## src/design/stcx_pkg.sv

```systemverilog
// ----------------------------------------------------------------------------
// stcx_pkg
// Shared types, constants and helpers of the space-time successor expander.
// ----------------------------------------------------------------------------
package stcx_pkg;

    localparam int GRID_SIDE_DEF  = 16;
    localparam int MAX_AGENTS_DEF = 8;
    localparam int TRAJ_LEN_DEF   = 256;

    localparam int COORD_W   = 4;
    localparam int TIME_W    = 10;
    localparam int AGENT_W   = 3;
    localparam int LENV_W    = 9;
    localparam int LEN_SAT_W = 11;   // holds any saturated length up to 1024
    localparam int EST_W     = 6;
    localparam int SIZE_W    = 5;
    localparam int DELTA_W   = 3;
    localparam int ACNT_W    = 4;
    localparam int PT_W      = 3 * COORD_W;
    localparam int STEP_W    = 4;    // window step, 0 .. 2*delta
    localparam int WIN_W     = TIME_W + 1;
    localparam int SUM_W     = 7;
    localparam int QDEPTH    = 2;
    localparam int APB_AW    = 5;
    localparam int APB_DW    = 32;

    localparam logic [TIME_W-1:0] TIME_MAX = '1;
    localparam logic [SUM_W-1:0]  EST_MAX  = SUM_W'(63);

    typedef enum logic [1:0] {
        KIND_OBS    = 2'd0,
        KIND_POINT  = 2'd1,
        KIND_LEN    = 2'd2,
        KIND_EXPAND = 2'd3
    } kind_t;

    typedef enum logic [2:0] {
        REG_SIZE_X  = 3'd0,
        REG_SIZE_Y  = 3'd1,
        REG_SIZE_Z  = 3'd2,
        REG_DELTA   = 3'd3,
        REG_AGENTS  = 3'd4,
        REG_GOAL_X  = 3'd5,
        REG_GOAL_Y  = 3'd6,
        REG_GOAL_Z  = 3'd7
    } reg_idx_t;

    typedef enum logic [2:0] {
        MV_XN    = 3'd0,
        MV_XP    = 3'd1,
        MV_YN    = 3'd2,
        MV_YP    = 3'd3,
        MV_ZN    = 3'd4,
        MV_ZP    = 3'd5,
        MV_HOVER = 3'd6
    } move_t;

    typedef enum logic [2:0] {
        ST_CLEAR,
        ST_IDLE,
        ST_NBR,
        ST_OBS,
        ST_SCAN,
        ST_EMIT,
        ST_FINISH
    } bstate_t;

    typedef struct packed {
        kind_t               kind;
        logic [COORD_W-1:0]  pos_x;
        logic [COORD_W-1:0]  pos_y;
        logic [COORD_W-1:0]  pos_z;
        logic [TIME_W-1:0]   time_index;
        logic [AGENT_W-1:0]  agent;
        logic                blocked_bit;
        logic [LENV_W-1:0]   length_value;
    } in_item_t;

    typedef struct packed {
        logic [COORD_W-1:0]  succ_x;
        logic [COORD_W-1:0]  succ_y;
        logic [COORD_W-1:0]  succ_z;
        logic [TIME_W-1:0]   succ_time;
        logic                is_hover;
        logic                found;
        logic [EST_W-1:0]    estimate;
        logic                last;
    } out_item_t;

    typedef struct packed {
        logic [SIZE_W-1:0]   size_x;
        logic [SIZE_W-1:0]   size_y;
        logic [SIZE_W-1:0]   size_z;
        logic [DELTA_W-1:0]  window_delta;
        logic [ACNT_W-1:0]   agent_count;
        logic [COORD_W-1:0]  goal_x;
        logic [COORD_W-1:0]  goal_y;
        logic [COORD_W-1:0]  goal_z;
    } cfg_t;

    // classified command handed from front to back
    typedef struct packed {
        kind_t                kind;
        logic                 wr_ok;
        logic [COORD_W-1:0]   pos_x;
        logic [COORD_W-1:0]   pos_y;
        logic [COORD_W-1:0]   pos_z;
        logic [TIME_W-1:0]    time_index;
        logic [TIME_W-1:0]    succ_time;
        logic [AGENT_W-1:0]   agent;
        logic                 blocked_bit;
        logic [LEN_SAT_W-1:0] length;
    } cmd_t;

    typedef struct packed {
        logic clearing;
    } back_status_t;

    function automatic logic [COORD_W:0] absdiff(input logic [COORD_W:0] a,
                                                 input logic [COORD_W:0] b);
        absdiff = (a > b) ? a - b : b - a;
    endfunction

endpackage

```

## src/design/stcx_front.sv

```systemverilog
// ----------------------------------------------------------------------------
// stcx_front
// Accepts items, range-checks load writes, saturates time and length.
// ----------------------------------------------------------------------------
module stcx_front
    import stcx_pkg::*;
#(
    parameter int GRID_SIDE  = GRID_SIDE_DEF,
    parameter int MAX_AGENTS = MAX_AGENTS_DEF,
    parameter int TRAJ_LEN   = TRAJ_LEN_DEF
) (
    input  logic         node_valid,
    output logic         node_ready,
    input  in_item_t     node,
    input  logic         q_full,
    input  back_status_t status,
    output logic         push,
    output cmd_t         push_cmd
);

    logic in_grid;
    logic agent_ok;
    logic step_ok;

    always_comb
    begin
        in_grid  = (32'(node.pos_x) < GRID_SIDE) && (32'(node.pos_y) < GRID_SIDE)
                && (32'(node.pos_z) < GRID_SIDE);
        agent_ok = 32'(node.agent) < MAX_AGENTS;
        step_ok  = 32'(node.time_index) < TRAJ_LEN;

        push_cmd.kind        = node.kind;
        push_cmd.pos_x       = node.pos_x;
        push_cmd.pos_y       = node.pos_y;
        push_cmd.pos_z       = node.pos_z;
        push_cmd.time_index  = node.time_index;
        push_cmd.agent       = node.agent;
        push_cmd.blocked_bit = node.blocked_bit;
        push_cmd.succ_time   = (node.time_index == TIME_MAX) ? TIME_MAX
                             : node.time_index + TIME_W'(1);
        push_cmd.length      = (32'(node.length_value) > TRAJ_LEN)
                             ? LEN_SAT_W'(TRAJ_LEN) : LEN_SAT_W'(node.length_value);
        case (node.kind)
            KIND_OBS:   push_cmd.wr_ok = in_grid;
            KIND_POINT: push_cmd.wr_ok = agent_ok && step_ok;
            KIND_LEN:   push_cmd.wr_ok = agent_ok;
            default:    push_cmd.wr_ok = 1'b1;
        endcase
    end

    // hold off items while the obstacle map is swept after reset
    assign node_ready = !q_full && !status.clearing;
    assign push       = node_valid && node_ready;

endmodule

```

## config.mk

```make
export PLATFORM = sky130hd
export DESIGN_NAME = stcx_front
export DESIGN_NICKNAME = d
export VERILOG_FILES = /design/src/design/stcx_pkg.sv /design/src/design/stcx_front.sv
export SDC_FILE = /design/constraint.sdc
export NUM_CORES = 1
export LEC_CHECK = 0
export BUFFER_PORTS_ARGS = -buffer_cell sky130_fd_sc_hd__buf_2
export CAP_MARGIN = 20
export CORE_MARGIN = 4
export CORE_UTILIZATION = 26
export DETAILED_ROUTE_END_ITERATION = 6
export GPL_TIMING_DRIVEN = 0
export PLACE_DENSITY = 0.8
export SLEW_MARGIN = 10
export SYNTH_ARGS = -nofsm -noshare
export SYNTH_HDL_FRONTEND = slang
export SYNTH_SLANG_ARGS = --single-unit
```

## constraint.sdc

```tcl
create_clock -name vclk -period 1.33
set_clock_uncertainty 0.2 [all_clocks]
set_input_delay 0.133 -clock vclk [all_inputs]
set_output_delay 0.133 -clock vclk [all_outputs]
set_load 0.1 [all_outputs]
```

== Word level (Yosys, flattened, before mapping) ==
Index checks and enable logic that the tools add are counted.
Storage, ports and cells
  output and inout bits: 52
  bits in registers: 0
  input bits: 40
Cells by class
  add/sub/neg operators: 1
  reductions and logical operators: 4
  order comparisons: 2
  multiplexer cells: 3
  equality and inequality tests: 2
Operators with widths (count)
  10-bit by 1-bit adder with 10-bit output, second input constant: 1
  10-bit == test, second input constant: 1
  10-bit by 9-bit < comparator with 1-bit output, second input constant: 1
  10-bit 2-to-1 mux: 1
  9-bit greater-than comparator, second input constant: 1
  9-bit 2-to-1 mux: 1
  2-bit by 1-bit == test with 1-bit output, second input constant: 1
  1-bit logical AND: 2
  1-bit zero test: 2
  1-bit 2-to-1 mux: 1

== Logic depth before layout (Yosys ltp) ==
  word-level depth: 3
  mapped depth: 5

== Least setup slack after synthesis ==
No wires, ideal clock.
  path kind: input to output
  start: in q_full
  end: out push
  cell stages on the path: 2
  path buffers: 0
  data arrival time: 2318 ps
  path slack: -1321 ps
  path through: nor2_1 and2_1
On the way
  longest elaborated chain between the ends: 3
RTL lines
  start, declared: RTL line stcx_front.sv:15  | input logic q_full,
  1-bit zero test: RTL line stcx_front.sv:52  | assign node_ready = !q_full && !status.clearing;
  1-bit logical AND: RTL line stcx_front.sv:52
  1-bit logical AND: RTL line stcx_front.sv:53  | assign push = node_valid && node_ready;
  end, declared: RTL line stcx_front.sv:17  | output logic push,
No other way between the ends.

==> impl_metrics.csv <==
group,metric,value,unit
finish,layout_common_cells,"54 x buf_2, 40 x buf_4, 14 x buf_12, 8 x nor2b_2, 5 x buf_6",
timing,fmax,640,MHz
finish,diodes,0,
power,p_comb_share,100.0,%
grt,grt_first_pass_wirelength,3440,um
run_status,outcome,"complete, but fails checks",
finish,post-route-util,77.0,%
timing,rsz0062_at_grt,"yes",
power,ir_drop,0.684,mV
die,die_h,53.7,um
die,core,1980,um2
timing,finalHoldViolCount,0,
routing,routed_wl,2960,um
power,swShare,72.1,%
timing,fin_crit_sh,117,%
grt,grt_max_degree,10,
yosys,ys_types,30,
setup_path,critical_path.cell_chain,"buf_6 > nand3_4 > or3_4 > buf_12 > o21ai_4 > buf_12",
setup_path,critPathMaxFanout,7,
finish,area_growth,181,%
routing,drcViolationCount,0,
die,die-area,2880,um2
finish,drive_gt1_share,90.3,%
finish,final_common_cell,"buf_2",
die,die_width,53.7,um
setup_path,cp.arrival,1.23,ns
place,port_buffers,74,
power,leakage,0.803,nW
setup_path,crit_path_end_kind,"output pin",
routing,wl_per_cell,15.4,um
finish,clock_buffers,0,
timing,drv_slew,0,
finish,seq_area,0,um2
setup_path,cp_common_cell,"buf_12",
grt,grtUsageTotal,15.5,%
finish,final_nets,208,
yosys,ys_warn_count,0,
power,pwr-share-clk,0,%
place,hpwl,1790,um
worst_hold_path,worstHoldPathType,"in -> out",
power,p_per_area,745,nW/um2
grt,antenna_found_initial,0,
yosys,syn-cell-area,543,um2
setup_path,slowest_delay,0.41,ns
routing,antenna_left,0,
finish,finalInstanceArea,1530,um2
finish,n_sequential_cell,0,
finish,fillers,116,
setup_path,cp-start-kind,"input port",
power,switchingPower,0.820,mW
power,totalPowerFinal,1.14,mW
setup_path,cp.required,1.00,ns
grt,grt_pass1_vias,788,
place,placed_area,1120,um2
routing,dr.pass1.iters,4,
power,cellInternalPower,0.317,mW
grt,overflow,0,
timing,hold_slack,0.449,ns
yosys,postSynthAreaPerCell,6.87,um2
setup_path,path_class,"in -> out",
worst_hold_path,hp-start,"node[26]",
timing,finalCriticalPeriod,1.56,ns
timing,setup_viol,10,
die,start_util,27.4,%
yosys,ys_seq_area_share,0,%
die,num_rows,16,
setup_path,crit_start,"node[16]",
die,ios,92,
timing,layout_setup_ws,-0.233,ns
run_status,violations,"negative setup slack",
power,seqPwrFrac,0,%
routing,vias,844,
setup_path,cpMaxStageDelayCell,"or3_4",
job,drv_cap,0,
routing,viasPerCell,4.40,
routing,drtIter0Drc,10,
place,place_congestion,0.666,
yosys,synthCells,79,
==> cells by family after synthesis <==
kind of cell	share of synthesized area (%)
other	0.691
adder cells (fa/ha/maj)	2.30
buffers and inverters	45.6
XOR/XNOR	4.84
multiplexers	4.15
AND/OR/NAND/NOR	35.0
AO/OA/AOI/OAI	7.37
==> cells in the mapped netlist, types with 2 or more instances <==
cell / count / share of area, %
buf_4: 30 / 41
inv_1: 2 / 1.4
mux2_2: 2 / 4.1
nand2_1: 6 / 4.1
nand3_1: 4 / 3.7
nor2_1: 2 / 1.4
nor2b_1: 8 / 9.2
nor3_1: 2 / 1.8
xnor2_1: 2 / 3.2
==> through the flow <==
step           setup WS [ns]  instances  setup TNS (ns)
2_1_floorplan         -0.608         80           -1.57
3_5_place_dp          -0.580        181           -5.12
6_report              -0.233        192           -2.00
3_3_place_gp          -0.574        181           -5.05
5_1_grt               -0.264        192           -2.26
4_1_cts               -0.202        185           -1.75
==> worst max-delay path, delay by kind of cell <==
family | cells | cell delay (ns)
AO/OA/AOI/OAI | 1 | 0.08
AND/OR/NAND/NOR | 2 | 0.54
buffers and inverters | 3 | 0.47
==> repair_timing <==
action                     in CTS  in global routing
hold endpoints to repair        0                  0
hold buffers                    0                  0
setup endpoints to repair      10                 10
cloned                          0                  0
pin swaps                       4                  5
resized for setup              59                 21
buffers inserted                4                  7
==> routing by layer <==
| metal | vias up | wire length, um | GRT usage (%) |
|---|---|---|---|
| met2 | 73 | 1500 | 29.8 |
| met4 | 0 | 47 | 2.55 |
| met3 | 4 | 281 | 2.49 |
| met5 | - | 0 | 0 |
| li1 | 400 | - | - |
| met1 | 367 | 1130 | 17.6 |
==> power groups by stage <==
stage | Sequential (mW) | Clock [mW] | Combinational, mW
2_1_floorplan | 0 | 0 | 0.826
3_3_place_gp | 0 | 0 | 0.962
3_5_place_dp | 0 | 0 | 0.969
4_1_cts | 0 | 0 | 1.08
5_1_grt | 0 | 0 | 1.17
6_report | 0 | 0 | 1.14
==> path summary, 6_finish.rpt <==
check / end / slack (ns) / cells past startpoint
min: push_cmd[38] / 0.45 / 2
max: push_cmd[20] / -0.23 / 6
==> layout make-up <==
type                            instances  area, um2  share of cell area, %
Buffer                                 32        249                   16.3
Inverter                                2       7.51                  0.492
Multi-Input combinational cell         46        529                   34.7
Tap cell                               27       33.8                   2.21
Timing Repair Buffer                   85        707                   46.3
No activity file was read; power rests on OpenSTA's default activity.
