File: config.mk
export PLATFORM = sky130hd
export DESIGN_NAME = stcx_queue
export DESIGN_NICKNAME = d
export VERILOG_FILES = /design/src/design/stcx_pkg.sv /design/src/design/stcx_queue.sv
export SDC_FILE = /design/constraint.sdc
export NUM_CORES = 1
export LEC_CHECK = 0
export BUFFER_PORTS_ARGS = -buffer_cell sky130_fd_sc_hd__buf_2
export CAP_MARGIN = 20
export CORE_AREA = 3 3 97 99
export DETAILED_ROUTE_END_ITERATION = 10
export DIE_AREA = 0 0 100 102
export PLACE_DENSITY_LB_ADDON = 0.15
export SETUP_SLACK_MARGIN = 0.02
export SLEW_MARGIN = 20
export SYNTH_ARGS = -nofsm -noshare
export SYNTH_HDL_FRONTEND = slang
export SYNTH_SLANG_ARGS = --single-unit
export TNS_END_PERCENT = 1
File: constraint.sdc
create_clock -name clk -period 3.5 [get_ports clk]
set_clock_uncertainty 0.2 [all_clocks]
set_input_delay 0.525 -clock clk [delete_from_list [all_inputs] [get_ports clk]]
set_output_delay 0.525 -clock clk [all_outputs]
set_load 0.005 [all_outputs]
File: src/design/stcx_pkg.sv
// ----------------------------------------------------------------------------
// stcx_pkg
// Shared types, constants and helpers of the space-time successor expander.
// ----------------------------------------------------------------------------
package stcx_pkg;

    localparam int GRID_SIDE_DEF  = 16;
    localparam int MAX_AGENTS_DEF = 8;
    localparam int TRAJ_LEN_DEF   = 256;

    localparam int COORD_W   = 4;
    localparam int TIME_W    = 10;
    localparam int AGENT_W   = 3;
    localparam int LENV_W    = 9;
    localparam int LEN_SAT_W = 11;   // holds any saturated length up to 1024
    localparam int EST_W     = 6;
    localparam int SIZE_W    = 5;
    localparam int DELTA_W   = 3;
    localparam int ACNT_W    = 4;
    localparam int PT_W      = 3 * COORD_W;
    localparam int STEP_W    = 4;    // window step, 0 .. 2*delta
    localparam int WIN_W     = TIME_W + 1;
    localparam int SUM_W     = 7;
    localparam int QDEPTH    = 2;
    localparam int APB_AW    = 5;
    localparam int APB_DW    = 32;

    localparam logic [TIME_W-1:0] TIME_MAX = '1;
    localparam logic [SUM_W-1:0]  EST_MAX  = SUM_W'(63);

    typedef enum logic [1:0] {
        KIND_OBS    = 2'd0,
        KIND_POINT  = 2'd1,
        KIND_LEN    = 2'd2,
        KIND_EXPAND = 2'd3
    } kind_t;

    typedef enum logic [2:0] {
        REG_SIZE_X  = 3'd0,
        REG_SIZE_Y  = 3'd1,
        REG_SIZE_Z  = 3'd2,
        REG_DELTA   = 3'd3,
        REG_AGENTS  = 3'd4,
        REG_GOAL_X  = 3'd5,
        REG_GOAL_Y  = 3'd6,
        REG_GOAL_Z  = 3'd7
    } reg_idx_t;

    typedef enum logic [2:0] {
        MV_XN    = 3'd0,
        MV_XP    = 3'd1,
        MV_YN    = 3'd2,
        MV_YP    = 3'd3,
        MV_ZN    = 3'd4,
        MV_ZP    = 3'd5,
        MV_HOVER = 3'd6
    } move_t;

    typedef enum logic [2:0] {
        ST_CLEAR,
        ST_IDLE,
        ST_NBR,
        ST_OBS,
        ST_SCAN,
        ST_EMIT,
        ST_FINISH
    } bstate_t;

    typedef struct packed {
        kind_t               kind;
        logic [COORD_W-1:0]  pos_x;
        logic [COORD_W-1:0]  pos_y;
        logic [COORD_W-1:0]  pos_z;
        logic [TIME_W-1:0]   time_index;
        logic [AGENT_W-1:0]  agent;
        logic                blocked_bit;
        logic [LENV_W-1:0]   length_value;
    } in_item_t;

    typedef struct packed {
        logic [COORD_W-1:0]  succ_x;
        logic [COORD_W-1:0]  succ_y;
        logic [COORD_W-1:0]  succ_z;
        logic [TIME_W-1:0]   succ_time;
        logic                is_hover;
        logic                found;
        logic [EST_W-1:0]    estimate;
        logic                last;
    } out_item_t;

    typedef struct packed {
        logic [SIZE_W-1:0]   size_x;
        logic [SIZE_W-1:0]   size_y;
        logic [SIZE_W-1:0]   size_z;
        logic [DELTA_W-1:0]  window_delta;
        logic [ACNT_W-1:0]   agent_count;
        logic [COORD_W-1:0]  goal_x;
        logic [COORD_W-1:0]  goal_y;
        logic [COORD_W-1:0]  goal_z;
    } cfg_t;

    // classified command handed from front to back
    typedef struct packed {
        kind_t                kind;
        logic                 wr_ok;
        logic [COORD_W-1:0]   pos_x;
        logic [COORD_W-1:0]   pos_y;
        logic [COORD_W-1:0]   pos_z;
        logic [TIME_W-1:0]    time_index;
        logic [TIME_W-1:0]    succ_time;
        logic [AGENT_W-1:0]   agent;
        logic                 blocked_bit;
        logic [LEN_SAT_W-1:0] length;
    } cmd_t;

    typedef struct packed {
        logic clearing;
    } back_status_t;

    function automatic logic [COORD_W:0] absdiff(input logic [COORD_W:0] a,
                                                 input logic [COORD_W:0] b);
        absdiff = (a > b) ? a - b : b - a;
    endfunction

endpackage

File: src/design/stcx_queue.sv
// ----------------------------------------------------------------------------
// stcx_queue
// Two-entry command queue between the front and the back.
// ----------------------------------------------------------------------------
module stcx_queue
    import stcx_pkg::*;
(
    input  logic clk,
    input  logic rst_n,
    input  logic push,
    input  cmd_t push_cmd,
    output logic full,
    input  logic pop,
    output logic head_valid,
    output cmd_t head_cmd
);

    cmd_t       entry_reg [QDEPTH];
    logic       wr_ptr_reg, wr_ptr_next;
    logic       rd_ptr_reg, rd_ptr_next;
    logic [1:0] count_reg, count_next;

    always_comb
    begin
        wr_ptr_next = push ? ~wr_ptr_reg : wr_ptr_reg;
        rd_ptr_next = pop ? ~rd_ptr_reg : rd_ptr_reg;
        count_next  = count_reg + 2'(push) - 2'(pop);
    end

    always_ff @(posedge clk or negedge rst_n)
    begin
        if (!rst_n)
        begin
            wr_ptr_reg <= 1'b0;
            rd_ptr_reg <= 1'b0;
            count_reg  <= '0;
        end
        else
        begin
            wr_ptr_reg <= wr_ptr_next;
            rd_ptr_reg <= rd_ptr_next;
            count_reg  <= count_next;
        end
    end

    always_ff @(posedge clk)
    begin
        if (push)
        begin
            entry_reg[wr_ptr_reg] <= push_cmd;
        end
    end

    assign full       = (count_reg == 2'(QDEPTH));
    assign head_valid = (count_reg != '0);
    assign head_cmd   = entry_reg[rd_ptr_reg];

endmodule

Word-level counts from Yosys, hierarchy flattened

Memories as Yosys holds them, arrays and structs flattened.
Cells that the tools add are included.

Input bits: 54
Output and inout bits: 52
Memory bits (writable): 100
Register bits after elaboration: 4
Memories kept: 1
Word-level logic and storage cells: 12

Reduce and logical (&&, ||, !) cells: 1
Eq/ne operators: 1
Bitwise logic cells: 2
Muxes and demuxes: 2
Add/subtract/negate cells: 2

Memories:

| name      | words | width | rd ports | clocked after memory_dff | wr ports | line             | source |
|---|---|---|---|---|---|---|---|
| entry_reg | 2     | 50    | 1        | 0                        | 1        | stcx_queue.sv:18 | `cmd_t entry_reg [QDEPTH];` |

Operators by type and width:

| operator             | number |
|---|---|
| $add A2 B1 Y2        | 1 |
| $eq A2 B2 Y1 const B | 1 |
| $mux W1              | 2 |
| $not A1 Y1           | 2 |
| $reduce_bool A2 Y1   | 1 |
| $sub A2 B1 Y2        | 1 |

Logic depth before layout (Yosys ltp)

Word-level depth: 2
Mapped depth: 5
Mapped depth without buffers: 5

Least setup slack after synthesis

Ideal clock, no wire load.

Path kind: input to register
From: in push
To: mem entry_reg[0][0] (netlist bit) (enable)
Arrival time: 2.741 ns
Path slack: 0.095 ns
Buffers on the path: 0
Required time: 2.836 ns
Library setup time: 0.464 ns
Cell stages on the path: 1
Path through: nor2b_1

Word-level cells in the longest chain between the ends: 2

RTL lines:

| item                          | line             | source |
|---|---|---|
| from (decl)                   | stcx_queue.sv:10 | `input logic push,` |
| $mux W1                       | stcx_queue.sv:48 | `if (push)` |
| $mux W1 (not written as such) | stcx_queue.sv:50 | `entry_reg[wr_ptr_reg] <= push_cmd;` |
| to (decl)                     | stcx_queue.sv:18 |  |

No other way between the ends.

==> metrics <==
number of enable-type register cells in the synthesized netlist 100; portion of total power attributed to combinational logic 0.308; GR Util All Layers 0.131; type of destination of the critical path output port; fraction of final layout cells sized beyond drive strength 1 0.607; initial detailed-routing violation count 68; net switching component of the power 0.000973 W; leading register cell type out of synthesis edfxtp_1; Pre-antenna DRT Iters 4; setup TNS 0 ns; via count 1901; Antenna Diode Count 0; half-perimeter wire length of the detailed placement result 4.41 mm; Synth area leaders edfxtp_1 74%, mux2_4 18%, buf_12 2.5%; met2 capacity usage during global routing 0.221; global routing usage on met1 0.163; max FFs per register 100; count of port buffers added during placement 105; type of the worst setup path reg -> out; maximum root-to-sink buffer count 2; Overflow after GRT 0; Avg Synthesized Cell Area 23.7 um^2; DRC violation count after routing 0; Resize count post-CTS 0; slew at the pin closest to its max-slew limit 0.705 ns; gate count of the mapped netlist 171; total standard cell area after synthesis 4060 um^2; Ports 106; cell taking the most area after synthesis edfxtp_1; count of final hold-check violations 0; status finished, final reports clean; floorplan core area 8640 um^2; data required time at the worst endpoint 2.77 ns; M3 GR Usage 0.0321; fraction of post-synthesis cell area in the top cell type by area 0.740; setup-violating endpoint count in the final report 0; busiest layer in global routing met2; clock-pin slew reported for the worst setup and hold paths after clock tree synthesis 0.10 ns; Routed Wire Length 6.57 mm; post-synthesis cell type count 13; class of the most critical hold timing path in -> reg; Site Rows 34; vias per inst 4.78; fraction of power spent switching nets 0.268; number of filler cells placed in the layout 706; RSZ-0062 raised after global routing no; clock network fraction of total power 0.194; Detail Route Antenna Nets 0; most frequent cells after synthesis 100 x edfxtp_1, 49 x mux2_4, 5 x buf_12; die height 102 um; number of global-route vias before repair 2031; TritonCTS clock tree built; launch point of the worst hold path push_cmd[30]; signal arrival time at the worst endpoint 1.98 ns; total number of yosys warnings 0; launching point of the worst reg2reg path wr_ptr_reg$_DFFE_PN0P_; peak fanout along the critical path 27; power density relative to cell area 745 nW/um^2; gp weighted congestion 0.697; clock buffers created by TritonCTS 9; maximum number of pins on one net before global-route repair 30; Slew Limit Fails 0; highest clock frequency the design can meet 0.369 GHz; minimum clock period 2.71 ns; starting utilization of the core area 0.470; count of nets after finishing 342; origin of the worst setup path rd_ptr_reg$_DFFE_PN0P_; count of H-tree levels built during CTS 3; number of storage elements in the synthesis netlist 104; cell internal pwr 0.00266 W; Slew Limit Headroom 0.529; number of antenna violations at the first check in global routing 0; sequential fraction of design power 0.498; share of flip-flops with an asynchronous set or reset after synthesis 0.0385; number of clock sinks 104; Net Count, Synth 227; clock root buffer clkbuf_8; post-route fraction of the period consumed by the critical path 0.774; hold_ws 0.155 ns; standby leakage power 1.99 nW; Maximum Capacitance Violations 0; DIE WIDTH 100 um; die area 10200 um^2; first-pass GRT wire length 9.96 mm; Wirelength per Cell 16.5 um; synthesis-to-finish area growth 20.0%; share of synthesized area occupied by flip-flops and latches 0.764; clock latency of the later-clocked register in the worst-skew pair 0.34 ns; leading cell type by number of instances after synthesis edfxtp_1; VDD IR-drop max 306 uV; crit path launch type flop
## stage by stage
| step | utilization | area [um^2] | power, W | instances | setup WS [ns] |
|---|---|---|---|---|---|
| 2_1_floorplan | - | 4060 | 0.00265 | 171 | 0.0948 |
| 3_3_place_gp | 0.542 | 4680 | 0.00296 | 382 | 1.13 |
| 3_5_place_dp | 0.542 | 4680 | 0.00298 | 382 | 1.12 |
| 4_1_cts | 0.564 | 4870 | 0.00368 | 398 | 0.726 |
| 5_1_grt | 0.564 | 4870 | 0.00382 | 398 | 0.684 |
| 6_report | 0.564 | 4870 | 0.00363 | 398 | 0.792 |
## layout by cell type (no fill, tap or decap)
cell type      count
and2_2             1
inv_6              1
inv_1              2
dfrtp_4            1
dlygate4sd3_1      1
buf_2            105
clkbuf_8           9
bufinv_16          1
edfxtp_1         100
clkinv_1           1
xor3_1             1
dfrtp_1            3
ha_1               2
or2_2              1
mux2_4            49
mux2_2             1
nor2b_4            1
clkinvlp_4         2
clkbuf_1           1
buf_4              2
buf_12             2
nor2b_1            1
xor2_1             2
## critical path: stages (launching register included)
cell and delay [ns]:
dfrtp_4 0.77, buf_4 0.40, mux2_4 0.34, buf_2 0.13
## what timing repair did
action                                  4_1_cts  5_1_grt
endpoints found under the setup margin        0        0
setup buffers                                 0        0
hold endpoints to repair                      4        0
hold buffers                                  1        0
## kinds of logic (layout without fill, tap and decap cells)
group                      after synthesis  in the layout  share of synthesized area
and+or+nand+nor                          4              4                    0.00616
DFF                                    104            104                      0.764
xor gates and xnor gates                 3              3                     0.0102
adders and majority gates                2              2                    0.00616
muxes                                   50             50                      0.184
buffers and inverters                    8            127                     0.0293
## final timing paths
kind	to	slack (ns)	cells after the start
worst min-delay path	entry_reg[0][30]$_DFFE_PP_	0.15	1
worst max register to register	entry_reg[0][43]$_DFFE_PP_	1.68	2
worst min register to register	wr_ptr_reg$_DFFE_PN0P_	0.34	1
min in group asynchronous	count_reg[0]$_DFF_PN0_	0.30	2
worst max-delay path	head_cmd[44]	0.79	3
max in group asynchronous	rd_ptr_reg$_DFFE_PN0P_	2.67	2
## power by group through the flow
stage | sequential [W] | combinational, W | clock (W)
2_1_floorplan | 0.00174 | 0.000909 | 0
3_3_place_gp | 0.00183 | 0.00113 | 0
3_5_place_dp | 0.00184 | 0.00113 | 0
4_1_cts | 0.00182 | 0.00115 | 0.000719
5_1_grt | 0.00184 | 0.00121 | 0.000774
6_report | 0.00181 | 0.00112 | 0.000704
## layer usage
metal | share of wire | up-vias | routed length, um
li1 | - | 896 | -
met1 | 0.42 | 941 | 2740
met2 | 0.51 | 57 | 3360
met3 | 0.063 | 7 | 416
met4 | 0.0084 | 0 | 55
met5 | 0 | - | 0
## area by class of cell
type / instances / area (um^2) / area share
Timing Repair Buffer: 110 / 591 / 0.121
Inverter: 2 / 7.51 / 0.00154
Tap cell: 108 / 135 / 0.0277
Clock inverter: 5 / 57.6 / 0.0118
Sequential cell: 104 / 3110 / 0.638
Multi-Input combinational cell: 59 / 847 / 0.174
Clock buffer: 10 / 128 / 0.0262
(Power assumes the default switching activity.)
